===== src/design/papa_pkg.sv =====
`timescale 1ns / 1ps

package papa_pkg;

    localparam int AMP_BITS   = 16;
    localparam int TIME_BITS  = 32;
    localparam int CNT_BITS   = 16;
    // peak amplitude sum: up to 2**CNT_BITS - 1 peaks of AMP_BITS each
    localparam int SUM_BITS   = AMP_BITS + CNT_BITS;
    // period sum: at most half of the peaks form pairs
    localparam int PSUM_BITS  = TIME_BITS + CNT_BITS;
    localparam int DIV_BITS   = PSUM_BITS;
    localparam int STEP_BITS  = $clog2(DIV_BITS);
    localparam int FILL_BITS  = 3;

    localparam logic [FILL_BITS-1:0] FILL_FULL = FILL_BITS'(4);
    localparam logic [CNT_BITS-1:0]  CNT_MAX   = '1;

    localparam int QUEUE_DEPTH = 2;
    localparam int QPTR_BITS   = $clog2(QUEUE_DEPTH);
    localparam int QCNT_BITS   = $clog2(QUEUE_DEPTH + 1);

    // totals of one finished record
    typedef struct packed {
        logic signed [SUM_BITS-1:0] amp_sum;
        logic [PSUM_BITS-1:0]       period_sum;
        logic [CNT_BITS-1:0]        peak_total;
        logic [CNT_BITS-1:0]        pair_total;
    } t_summary;

    typedef enum logic [1:0] {
        S_IDLE,
        S_DIV_AMP,
        S_DIV_PER,
        S_DONE
    } t_back_state;

    typedef struct packed {
        logic pop;
        logic step;
        logic amp_done;
        logic per_done;
        logic load_out;
    } t_back_ctl;

endpackage


===== src/design/papa_front.sv =====
`timescale 1ns / 1ps

module papa_front import papa_pkg::*; (
    input  logic                       i_clk,
    input  logic                       i_rst_n,
    input  logic                       i_push,
    input  logic                       i_q_full,
    input  logic [TIME_BITS-1:0]       i_sample_time,
    input  logic signed [AMP_BITS-1:0] i_sample_amplitude,
    input  logic                       i_last_sample,
    output logic                       o_q_push,
    output t_summary                   o_summary
);

    logic signed [AMP_BITS-1:0]  r_amp_win [4];
    logic [TIME_BITS-1:0]        r_time_win [2];
    logic [FILL_BITS-1:0]        r_fill;
    logic signed [SUM_BITS-1:0]  r_amp_sum, n_amp_sum;
    logic [CNT_BITS-1:0]         r_peak_total, n_peak_total;
    logic                        r_pair_open, n_pair_open;
    logic [TIME_BITS-1:0]        r_open_time, n_open_time;
    logic [PSUM_BITS-1:0]        r_period_sum, n_period_sum;
    logic [CNT_BITS-1:0]         r_pair_total, n_pair_total;

    logic                        accept;
    logic                        is_peak;
    logic                        take;
    logic signed [AMP_BITS-1:0]  center;
    logic [TIME_BITS-1:0]        diff;

    assign accept = i_push & ~i_q_full;
    assign center = r_amp_win[1];
    // center of the five-sample window must beat all four neighbors
    assign is_peak = (r_fill == FILL_FULL) && (center > r_amp_win[0]) &&
                     (center > i_sample_amplitude) && (center > r_amp_win[2]) &&
                     (center > r_amp_win[3]);
    // a saturated peak count drops further peaks entirely
    assign take = is_peak && (r_peak_total != CNT_MAX);
    assign diff = r_time_win[1] - r_open_time;

    always_comb begin
        n_amp_sum    = r_amp_sum;
        n_peak_total = r_peak_total;
        n_pair_open  = r_pair_open;
        n_open_time  = r_open_time;
        n_period_sum = r_period_sum;
        n_pair_total = r_pair_total;
        if (take) begin
            n_amp_sum    = r_amp_sum + SUM_BITS'(center);
            n_peak_total = r_peak_total + CNT_BITS'(1);
            if (!r_pair_open) begin
                n_open_time = r_time_win[1];
                n_pair_open = 1'b1;
            end else begin
                n_period_sum = r_period_sum + PSUM_BITS'(diff);
                if (r_pair_total != CNT_MAX) begin
                    n_pair_total = r_pair_total + CNT_BITS'(1);
                end
                n_pair_open = 1'b0;
            end
        end
    end

    assign o_q_push             = accept & i_last_sample;
    assign o_summary.amp_sum    = n_amp_sum;
    assign o_summary.period_sum = n_period_sum;
    assign o_summary.peak_total = n_peak_total;
    assign o_summary.pair_total = n_pair_total;

    always_ff @(posedge i_clk) begin
        if (!i_rst_n) begin
            r_fill       <= '0;
            r_amp_sum    <= '0;
            r_peak_total <= '0;
            r_pair_open  <= 1'b0;
            r_period_sum <= '0;
            r_pair_total <= '0;
        end else if (accept) begin
            if (i_last_sample) begin
                r_fill       <= '0;
                r_amp_sum    <= '0;
                r_peak_total <= '0;
                r_pair_open  <= 1'b0;
                r_period_sum <= '0;
                r_pair_total <= '0;
            end else begin
                if (r_fill != FILL_FULL) begin
                    r_fill <= r_fill + FILL_BITS'(1);
                end
                r_amp_sum    <= n_amp_sum;
                r_peak_total <= n_peak_total;
                r_pair_open  <= n_pair_open;
                r_period_sum <= n_period_sum;
                r_pair_total <= n_pair_total;
            end
        end
    end

    always_ff @(posedge i_clk) begin
        if (accept) begin
            r_amp_win[3]  <= r_amp_win[2];
            r_amp_win[2]  <= r_amp_win[1];
            r_amp_win[1]  <= r_amp_win[0];
            r_amp_win[0]  <= i_sample_amplitude;
            r_time_win[1] <= r_time_win[0];
            r_time_win[0] <= i_sample_time;
            r_open_time   <= n_open_time;
        end
    end

    a_fill_range: assert property (@(posedge i_clk) disable iff (!i_rst_n)
        r_fill <= FILL_FULL)
        else $error("front: fill level out of range");

    a_record_clear: assert property (@(posedge i_clk) disable iff (!i_rst_n)
        (accept && i_last_sample) |=> (r_fill == '0 && r_peak_total == '0 && !r_pair_open))
        else $error("front: state not cleared after record end");

endmodule


===== src/design/papa_queue.sv =====
`timescale 1ns / 1ps

module papa_queue import papa_pkg::*; (
    input  logic     i_clk,
    input  logic     i_rst_n,
    input  logic     i_push,
    input  t_summary i_data,
    input  logic     i_pop,
    output logic     o_full,
    output logic     o_empty,
    output t_summary o_data
);

    t_summary               r_mem [QUEUE_DEPTH];
    logic [QPTR_BITS-1:0]   r_wr_ptr;
    logic [QPTR_BITS-1:0]   r_rd_ptr;
    logic [QCNT_BITS-1:0]   r_count;
    logic                   do_push;
    logic                   do_pop;

    assign o_full  = (r_count == QCNT_BITS'(QUEUE_DEPTH));
    assign o_empty = (r_count == '0);
    assign o_data  = r_mem[r_rd_ptr];
    assign do_push = i_push & ~o_full;
    assign do_pop  = i_pop & ~o_empty;

    always_ff @(posedge i_clk) begin
        if (!i_rst_n) begin
            r_wr_ptr <= '0;
            r_rd_ptr <= '0;
            r_count  <= '0;
        end else begin
            if (do_push) begin
                r_wr_ptr <= (r_wr_ptr == QPTR_BITS'(QUEUE_DEPTH - 1)) ? '0
                                                                    : r_wr_ptr + QPTR_BITS'(1);
            end
            if (do_pop) begin
                r_rd_ptr <= (r_rd_ptr == QPTR_BITS'(QUEUE_DEPTH - 1)) ? '0
                                                                    : r_rd_ptr + QPTR_BITS'(1);
            end
            if (do_push && !do_pop) begin
                r_count <= r_count + QCNT_BITS'(1);
            end else if (do_pop && !do_push) begin
                r_count <= r_count - QCNT_BITS'(1);
            end
        end
    end

    always_ff @(posedge i_clk) begin
        if (do_push) begin
            r_mem[r_wr_ptr] <= i_data;
        end
    end

    a_push_into_empty: assert property (@(posedge i_clk) disable iff (!i_rst_n)
        (o_empty && i_push) |=> !o_empty)
        else $error("queue: pushed word lost");

endmodule


===== src/design/papa_back.sv =====
`timescale 1ns / 1ps

module papa_back import papa_pkg::*; (
    input  logic                       i_clk,
    input  logic                       i_rst_n,
    input  logic                       i_q_empty,
    input  t_summary                   i_summary,
    output logic                       o_q_pop,
    input  logic                       i_pop,
    output logic                       o_empty,
    output logic signed [AMP_BITS-1:0] o_mean_amplitude,
    output logic [TIME_BITS-1:0]       o_mean_period,
    output logic [CNT_BITS-1:0]        o_peak_count,
    output logic [CNT_BITS-1:0]        o_interval_count,
    output logic                       o_amplitude_valid,
    output logic                       o_period_valid
);

    t_back_state                 r_state, n_state;
    t_back_ctl                   ctl;

    t_summary                    r_job;
    logic [DIV_BITS-1:0]         r_quo;
    logic [CNT_BITS-1:0]         r_rem;
    logic [CNT_BITS-1:0]         r_div;
    logic [STEP_BITS-1:0]        r_cnt;
    logic                        r_neg;
    logic [AMP_BITS-1:0]         r_mean_amp;
    logic [TIME_BITS-1:0]        r_mean_per;

    logic                        r_out_valid;
    logic [AMP_BITS-1:0]         r_out_amp;
    logic [TIME_BITS-1:0]        r_out_per;
    logic [CNT_BITS-1:0]         r_out_peaks;
    logic [CNT_BITS-1:0]         r_out_pairs;
    logic                        r_out_amp_ok;
    logic                        r_out_per_ok;

    logic [CNT_BITS:0]           rem_shift;
    logic [CNT_BITS:0]           rem_sub;
    logic                        fits;
    logic [CNT_BITS-1:0]         rem_step;
    logic [DIV_BITS-1:0]         quo_step;
    logic                        last_step;
    logic [SUM_BITS-1:0]         amp_mag;
    logic [AMP_BITS-1:0]         amp_q;

    // restoring divider, one quotient bit per cycle
    assign rem_shift = {r_rem, r_quo[DIV_BITS-1]};
    assign rem_sub   = rem_shift - {1'b0, r_div};
    assign fits      = (rem_shift >= {1'b0, r_div});
    assign rem_step  = fits ? rem_sub[CNT_BITS-1:0] : rem_shift[CNT_BITS-1:0];
    assign quo_step  = {r_quo[DIV_BITS-2:0], fits};
    assign last_step = (r_cnt == '0);

    // divide magnitudes, restore sign: truncation toward zero
    assign amp_mag = i_summary.amp_sum[SUM_BITS-1] ? SUM_BITS'(-i_summary.amp_sum)
                                                   : SUM_BITS'(i_summary.amp_sum);
    assign amp_q   = quo_step[AMP_BITS-1:0];

    always_comb begin
        n_state = r_state;
        unique case (r_state)
            S_IDLE:    if (!i_q_empty) n_state = S_DIV_AMP;
            S_DIV_AMP: if (last_step) n_state = S_DIV_PER;
            S_DIV_PER: if (last_step) n_state = S_DONE;
            S_DONE:    if (!r_out_valid || i_pop) n_state = S_IDLE;
            default:   n_state = S_IDLE;
        endcase
    end

    always_comb begin
        ctl = '0;
        unique case (r_state)
            S_IDLE: begin
                ctl.pop = ~i_q_empty;
            end
            S_DIV_AMP: begin
                ctl.step     = 1'b1;
                ctl.amp_done = last_step;
            end
            S_DIV_PER: begin
                ctl.step     = 1'b1;
                ctl.per_done = last_step;
            end
            S_DONE: begin
                ctl.load_out = ~r_out_valid | i_pop;
            end
            default: ctl = '0;
        endcase
    end

    assign o_q_pop = ctl.pop;

    always_ff @(posedge i_clk) begin
        if (!i_rst_n) begin
            r_state     <= S_IDLE;
            r_out_valid <= 1'b0;
        end else begin
            r_state <= n_state;
            if (ctl.load_out) begin
                r_out_valid <= 1'b1;
            end else if (i_pop) begin
                r_out_valid <= 1'b0;
            end
        end
    end

    always_ff @(posedge i_clk) begin
        if (ctl.pop) begin
            r_job <= i_summary;
            r_quo <= DIV_BITS'(amp_mag);
            r_rem <= '0;
            r_div <= i_summary.peak_total;
            r_neg <= i_summary.amp_sum[SUM_BITS-1];
            r_cnt <= STEP_BITS'(DIV_BITS - 1);
        end else if (ctl.amp_done) begin
            r_mean_amp <= r_neg ? AMP_BITS'(-amp_q) : amp_q;
            r_quo      <= r_job.period_sum;
            r_rem      <= '0;
            r_div      <= r_job.pair_total;
            r_cnt      <= STEP_BITS'(DIV_BITS - 1);
        end else if (ctl.step) begin
            r_quo <= quo_step;
            r_rem <= rem_step;
            r_cnt <= r_cnt - STEP_BITS'(1);
            if (ctl.per_done) begin
                r_mean_per <= quo_step[TIME_BITS-1:0];
            end
        end
    end

    // a zero divisor leaves an all-ones quotient: masked here
    always_ff @(posedge i_clk) begin
        if (ctl.load_out) begin
            r_out_amp_ok <= (r_job.peak_total != '0);
            r_out_per_ok <= (r_job.pair_total != '0);
            r_out_amp    <= (r_job.peak_total != '0) ? r_mean_amp : '0;
            r_out_per    <= (r_job.pair_total != '0) ? r_mean_per : '0;
            r_out_peaks  <= r_job.peak_total;
            r_out_pairs  <= r_job.pair_total;
        end
    end

    assign o_empty           = ~r_out_valid;
    assign o_mean_amplitude  = r_out_amp;
    assign o_mean_period     = r_out_per;
    assign o_peak_count      = r_out_peaks;
    assign o_interval_count  = r_out_pairs;
    assign o_amplitude_valid = r_out_amp_ok;
    assign o_period_valid    = r_out_per_ok;

    a_divisor_held: assert property (@(posedge i_clk) disable iff (!i_rst_n)
        ((r_state == S_DIV_AMP || r_state == S_DIV_PER) && !last_step) |=> $stable(r_div))
        else $error("back: divisor changed during division");

    a_done_waits: assert property (@(posedge i_clk) disable iff (!i_rst_n)
        (r_state == S_DONE && r_out_valid && !i_pop) |=> (r_state == S_DONE))
        else $error("back: result overwrote a waiting word");

endmodule


===== src/design/peak_amplitude_period_averager.sv =====
`timescale 1ns / 1ps

// Five-point peak detector with per-record averaging. Samples are taken at one
// per cycle while full is low; a sample is a peak when it is strictly greater
// than the two samples before and the two after it in the same record. The word
// marked last_sample closes the record: its totals go into a two-word queue and
// the detector state clears at once, so the next record can start on the
// following cycle. One shared restoring divider (one quotient bit per cycle)
// then works out mean amplitude and mean period of paired peaks: a load from
// the queue, the amplitude divide steps, the period divide steps, a hand-off.
// full rises only when both queue words hold records waiting for the divider.
module peak_amplitude_period_averager import papa_pkg::*; (
    input  logic                       i_clk,
    input  logic                       i_rst_n,
    input  logic                       push,
    output logic                       full,
    input  logic [TIME_BITS-1:0]       i_sample_time,
    input  logic signed [AMP_BITS-1:0] i_sample_amplitude,
    input  logic                       i_last_sample,
    output logic                       empty,
    input  logic                       pop,
    output logic signed [AMP_BITS-1:0] o_mean_amplitude,
    output logic [TIME_BITS-1:0]       o_mean_period,
    output logic [CNT_BITS-1:0]        o_peak_count,
    output logic [CNT_BITS-1:0]        o_interval_count,
    output logic                       o_amplitude_valid,
    output logic                       o_period_valid
);

    logic     q_push;
    logic     q_full;
    logic     q_empty;
    logic     q_pop;
    t_summary q_in;
    t_summary q_out;

    assign full = q_full;

    papa_front u_front (
        .i_clk              (i_clk),
        .i_rst_n            (i_rst_n),
        .i_push             (push),
        .i_q_full           (q_full),
        .i_sample_time      (i_sample_time),
        .i_sample_amplitude (i_sample_amplitude),
        .i_last_sample      (i_last_sample),
        .o_q_push           (q_push),
        .o_summary          (q_in)
    );

    papa_queue u_queue (
        .i_clk   (i_clk),
        .i_rst_n (i_rst_n),
        .i_push  (q_push),
        .i_data  (q_in),
        .i_pop   (q_pop),
        .o_full  (q_full),
        .o_empty (q_empty),
        .o_data  (q_out)
    );

    papa_back u_back (
        .i_clk             (i_clk),
        .i_rst_n           (i_rst_n),
        .i_q_empty         (q_empty),
        .i_summary         (q_out),
        .o_q_pop           (q_pop),
        .i_pop             (pop),
        .o_empty           (empty),
        .o_mean_amplitude  (o_mean_amplitude),
        .o_mean_period     (o_mean_period),
        .o_peak_count      (o_peak_count),
        .o_interval_count  (o_interval_count),
        .o_amplitude_valid (o_amplitude_valid),
        .o_period_valid    (o_period_valid)
    );

endmodule


===== config.mk =====
export PLATFORM = sky130hd
export DESIGN_NAME = peak_amplitude_period_averager
export DESIGN_NICKNAME = d
export VERILOG_FILES = /design/src/design/papa_pkg.sv /design/src/design/papa_front.sv /design/src/design/papa_queue.sv /design/src/design/papa_back.sv /design/src/design/peak_amplitude_period_averager.sv
export SDC_FILE = /design/constraint.sdc
export NUM_CORES = 1
export LEC_CHECK = 0
export BUFFER_PORTS_ARGS = -buffer_cell sky130_fd_sc_hd__buf_4
export CAP_MARGIN = 20
export CORE_ASPECT_RATIO = 1.2
export CORE_UTILIZATION = 25
export CTS_BUF_LIST = sky130_fd_sc_hd__clkbuf_8
export DETAILED_ROUTE_END_ITERATION = 8
export GPL_TIMING_DRIVEN = 0
export SLEW_MARGIN = 20
export SYNTH_ARGS = -nofsm -noshare
export SYNTH_HDL_FRONTEND = slang
export SYNTH_HIERARCHICAL = 1
export SYNTH_SLANG_ARGS = --single-unit

===== constraint.sdc =====
create_clock -name i_clk -period 7.4 [get_ports i_clk]
set_input_delay 1.11 -clock i_clk [delete_from_list [all_inputs] [get_ports i_clk]]
set_output_delay 1.11 -clock i_clk [all_outputs]
set_load 0.02 [all_outputs]

==> results.py <==
metrics = {
    "sta": {
        "timing.hold.ws_ns": 0.414,
        "hold_violations": 0,
        "slew_viol_final": 0,
        "skew_ns": 0.0358,
        "fin_crit_ns": 5.78,
        "worst_pin_slew_ns": 1.08,
        "rsz0062_at_grt": "no",
        "max-slew-margin-rel": 0.276,
        "setup_viol_count_final": 0,
        "finalCritPeriodShare": 0.781,
        "fmax_mhz": 173,
    },
    "routing": {
        "drt-initial-drc-count": 1548,
        "ant_nets": 0,
        "wirelength_um": 94300,
        "drt_pass1_iterations": 5,
        "via_per_inst": 4.52,
        "route.vias.total": 24900,
        "drc": 0,
        "wl_per_cell_um": 17.1,
    },
    "clock_tree": {
        "cts_tree": "done",
        "ctsResizeCount": 0,
        "htree_num_levels": 4,
        "clk_latency_ns": 0.83,
        "cts_sinks": 805,
        "clk_pin_slew_ns": 0.06,
        "cts_buffers": 131,
        "cts_buffer_depth": 3,
        "root_buffer": "clkbuf_8",
        "postCtsHoldBufs": 0,
        "cts_setup_buffers": 0,
    },
    "setup_path": {
        "critPathArrivalTime_ns": 6.30,
        "crit_fanout": 23,
        "required_ns": 7.92,
        "start_kind": "flip-flop",
        "critPathCaptureType": "flip-flop",
        "worstSetupPathType": "reg -> reg",
    },
    "power": {
        "vdd_drop_max_uv": 223,
        "power_leakage_uw": 0.0168,
        "cellPowerDensity_nw_per_um2": 330,
    },
    "yosys": {
        "synth.avg_cell_area_um2": 12.2,
        "synthFlopType": "edfxtp_1",
        "synth_cell_type_count": 89,
        "synthTopCellsByArea": "edfxtp_1 (50%), dfxtp_1 (8.4%), ha_1 (6.1%), mux2_2 (5.0%), xnor2_1 (2.6%)",
        "synth_area_leader_cell": "edfxtp_1",
        "synth_most_common_cell": "edfxtp_1",
        "synth-seq-cells": 805,
        "syn-instance-count": 3142,
        "seq_area_frac_synth": 0.586,
        "ys_async_sr_fraction": 0,
        "synth_nets": 3387,
        "synth_top_area_share": 0.502,
        "yosys_warnings": 6,
        "netlist_area_um2": 38500,
        "synthTopCellsByCount": "edfxtp_1 (643), nand2_1 (265), ha_1 (188), inv_1 (173), mux2_2 (170)",
        "synth-edff-count": 643,
    },
    "job": {
        "drv_cap": 0,
    },
    "grt": {
        "grt_overflow": 0,
        "grt_max_degree": 92,
        "grt_use_total": 0.119,
        "grt_first_pass_wirelength_um": 144000,
        "first_global_vias": 24700,
        "antenna_found_initial": 5,
    },
    "cells_and_area": {
        "area_growth_pct": 16.6,
        "utilization": 0.294,
        "fillers": 15400,
        "finish.net_count": 3675,
        "drive_gt1_frac": 0.160,
    },
    "place": {
        "gp_congestion": 0.865,
        "hpwl_um": 70400,
        "numPortBuffers": 135,
    },
    "floorplanning": {
        "dieArea_um2": 156000,
        "fp.dieH_um": 432,
        "die_w_um": 360,
        "num_rows": 157,
        "ios": 137,
        "core_um2": 153000,
        "start_util": 0.252,
    },
    "min_path": {
        "hold_class": "reg -> reg",
    },
    "status": {
        "status": "completed",
    },
}
sequential cells by signal, indices dropped and copies added, names as in the netlist, 2 cells and up, named ones only:
name and cells:
u_back/o_interval_count 16, u_back/o_mean_amplitude 16, u_back/o_mean_period 32, u_back/o_peak_count 16, u_back/r_cnt 6, u_back/r_div 16, u_back/r_job 80, u_back/r_mean_amp 16
u_back/r_mean_per 32, u_back/r_quo 48, u_back/r_rem 16, u_back/r_state 2, u_front/r_amp_sum 32, u_front/r_amp_win 64, u_front/r_fill 3, u_front/r_open_time 32
u_front/r_pair_total 16, u_front/r_peak_total 16, u_front/r_period_sum 48, u_front/r_time_win 64, u_queue/r_count 2, u_queue/r_mem 224
worst max-delay path: stages, from the launching register on:
cell and delay (ns):
edfxtp_1 1.06, ha_1 0.42, nand4_1 0.20, nor2_1 0.08, a221oi_1 0.37, a31oi_1 0.19
nor4b_4 0.73, nand3_4 0.31, clkbuf_1 0.40, clkbuf_1 0.55, nor3_2 0.44, buf_4 0.27
buf_4 0.21, buf_4 0.21
logic make-up after synthesis:
kind of cell,Yosys count,share of synthesized area
buffers and inverters,287,0.0308
AO/OA/AOI/OAI,667,0.113
flip-flops,805,0.586
AND/OR/NAND/NOR,799,0.105
XOR/XNOR,181,0.0412
adder cells (fa/ha/maj),192,0.0632
multiplexers,211,0.0605
power breakdown:
group	leakage, uW	switching, uW	total (uW)	internal, uW
sequential	0.00719	502	6610	6110
combinational	0.00815	2810	4540	1740
clock	0.00142	1790	3650	1860
per-stage QoR:
stage                     total power, uW  setup WS [ns]  cells  TNS (ns)  area [um2]
final                               14800           1.62   5520         0       44900
after global routing                15700           1.21   5517         0       44900
after CTS                           15000           1.57   5515         0       44900
after detailed placement            11300           1.52   5284         0       42400
after global placement              11200          -2.56   5264   -379.32       42000
after floorplan                      9760          0.661   3142         0       38500
layer usage:
metal | global-route usage | share of wire
met1 | 0.146 | 0.44
met2 | 0.202 | 0.48
met3 | 0.0217 | 0.046
met4 | 0.0576 | 0.039
met5 | 0 | 0.000095
layout make-up:
cell class              instances  area (um2)  area share
flip-flops and latches        805       22600       0.503
multi-input cells            2050       14800       0.330
well taps                    1987        2490      0.0554
clock buffers                 146        2010      0.0448
repair buffers                155        1380      0.0307
inverters                     174         653      0.0146
plain buffers                 113         537      0.0120
clock inverters                85         453      0.0101
diodes                          5        12.5    0.000279
cells in the final DEF (no fill, tap or decap), drive strengths merged, types with 20 or more instances in the layout:
master / n
o21a: 20
a21oi: 147
o31ai: 28
nand2b: 28
a211oi: 28
nor3: 35
inv: 228
mux2i: 39
nor2b: 56
o21ai: 169
dfxtp: 162
a21o: 56
ha: 188
nor4: 24
clkinv: 25
mux2: 172
nand3: 62
a22o: 30
buf: 186
nand4: 37
and3: 20
clkbuf: 227
and2: 71
edfxtp: 643
nor2: 144
a31oi: 41
xnor2: 114
a22oi: 35
nand2: 265
xor2: 67
path summary, 6_finish.rpt:
path                                            start                                   to  slack [ns]  cells past startpoint
setup / recovery   u_front/r_amp_win[1][15]$_DFFE_PP_     u_front/r_open_time[0]$_DFFE_PP_        1.62                     13
hold / removal    u_front/r_time_win[0][12]$_DFFE_PP_  u_front/r_time_win[0][44]$_DFFE_PP_        0.41                      0
setup reg to reg   u_front/r_amp_win[1][15]$_DFFE_PP_     u_front/r_open_time[0]$_DFFE_PP_        1.62                     13
hold reg to reg   u_front/r_time_win[0][12]$_DFFE_PP_  u_front/r_time_win[0][44]$_DFFE_PP_        0.41                      0
Power figures use the tool's default switching activity.
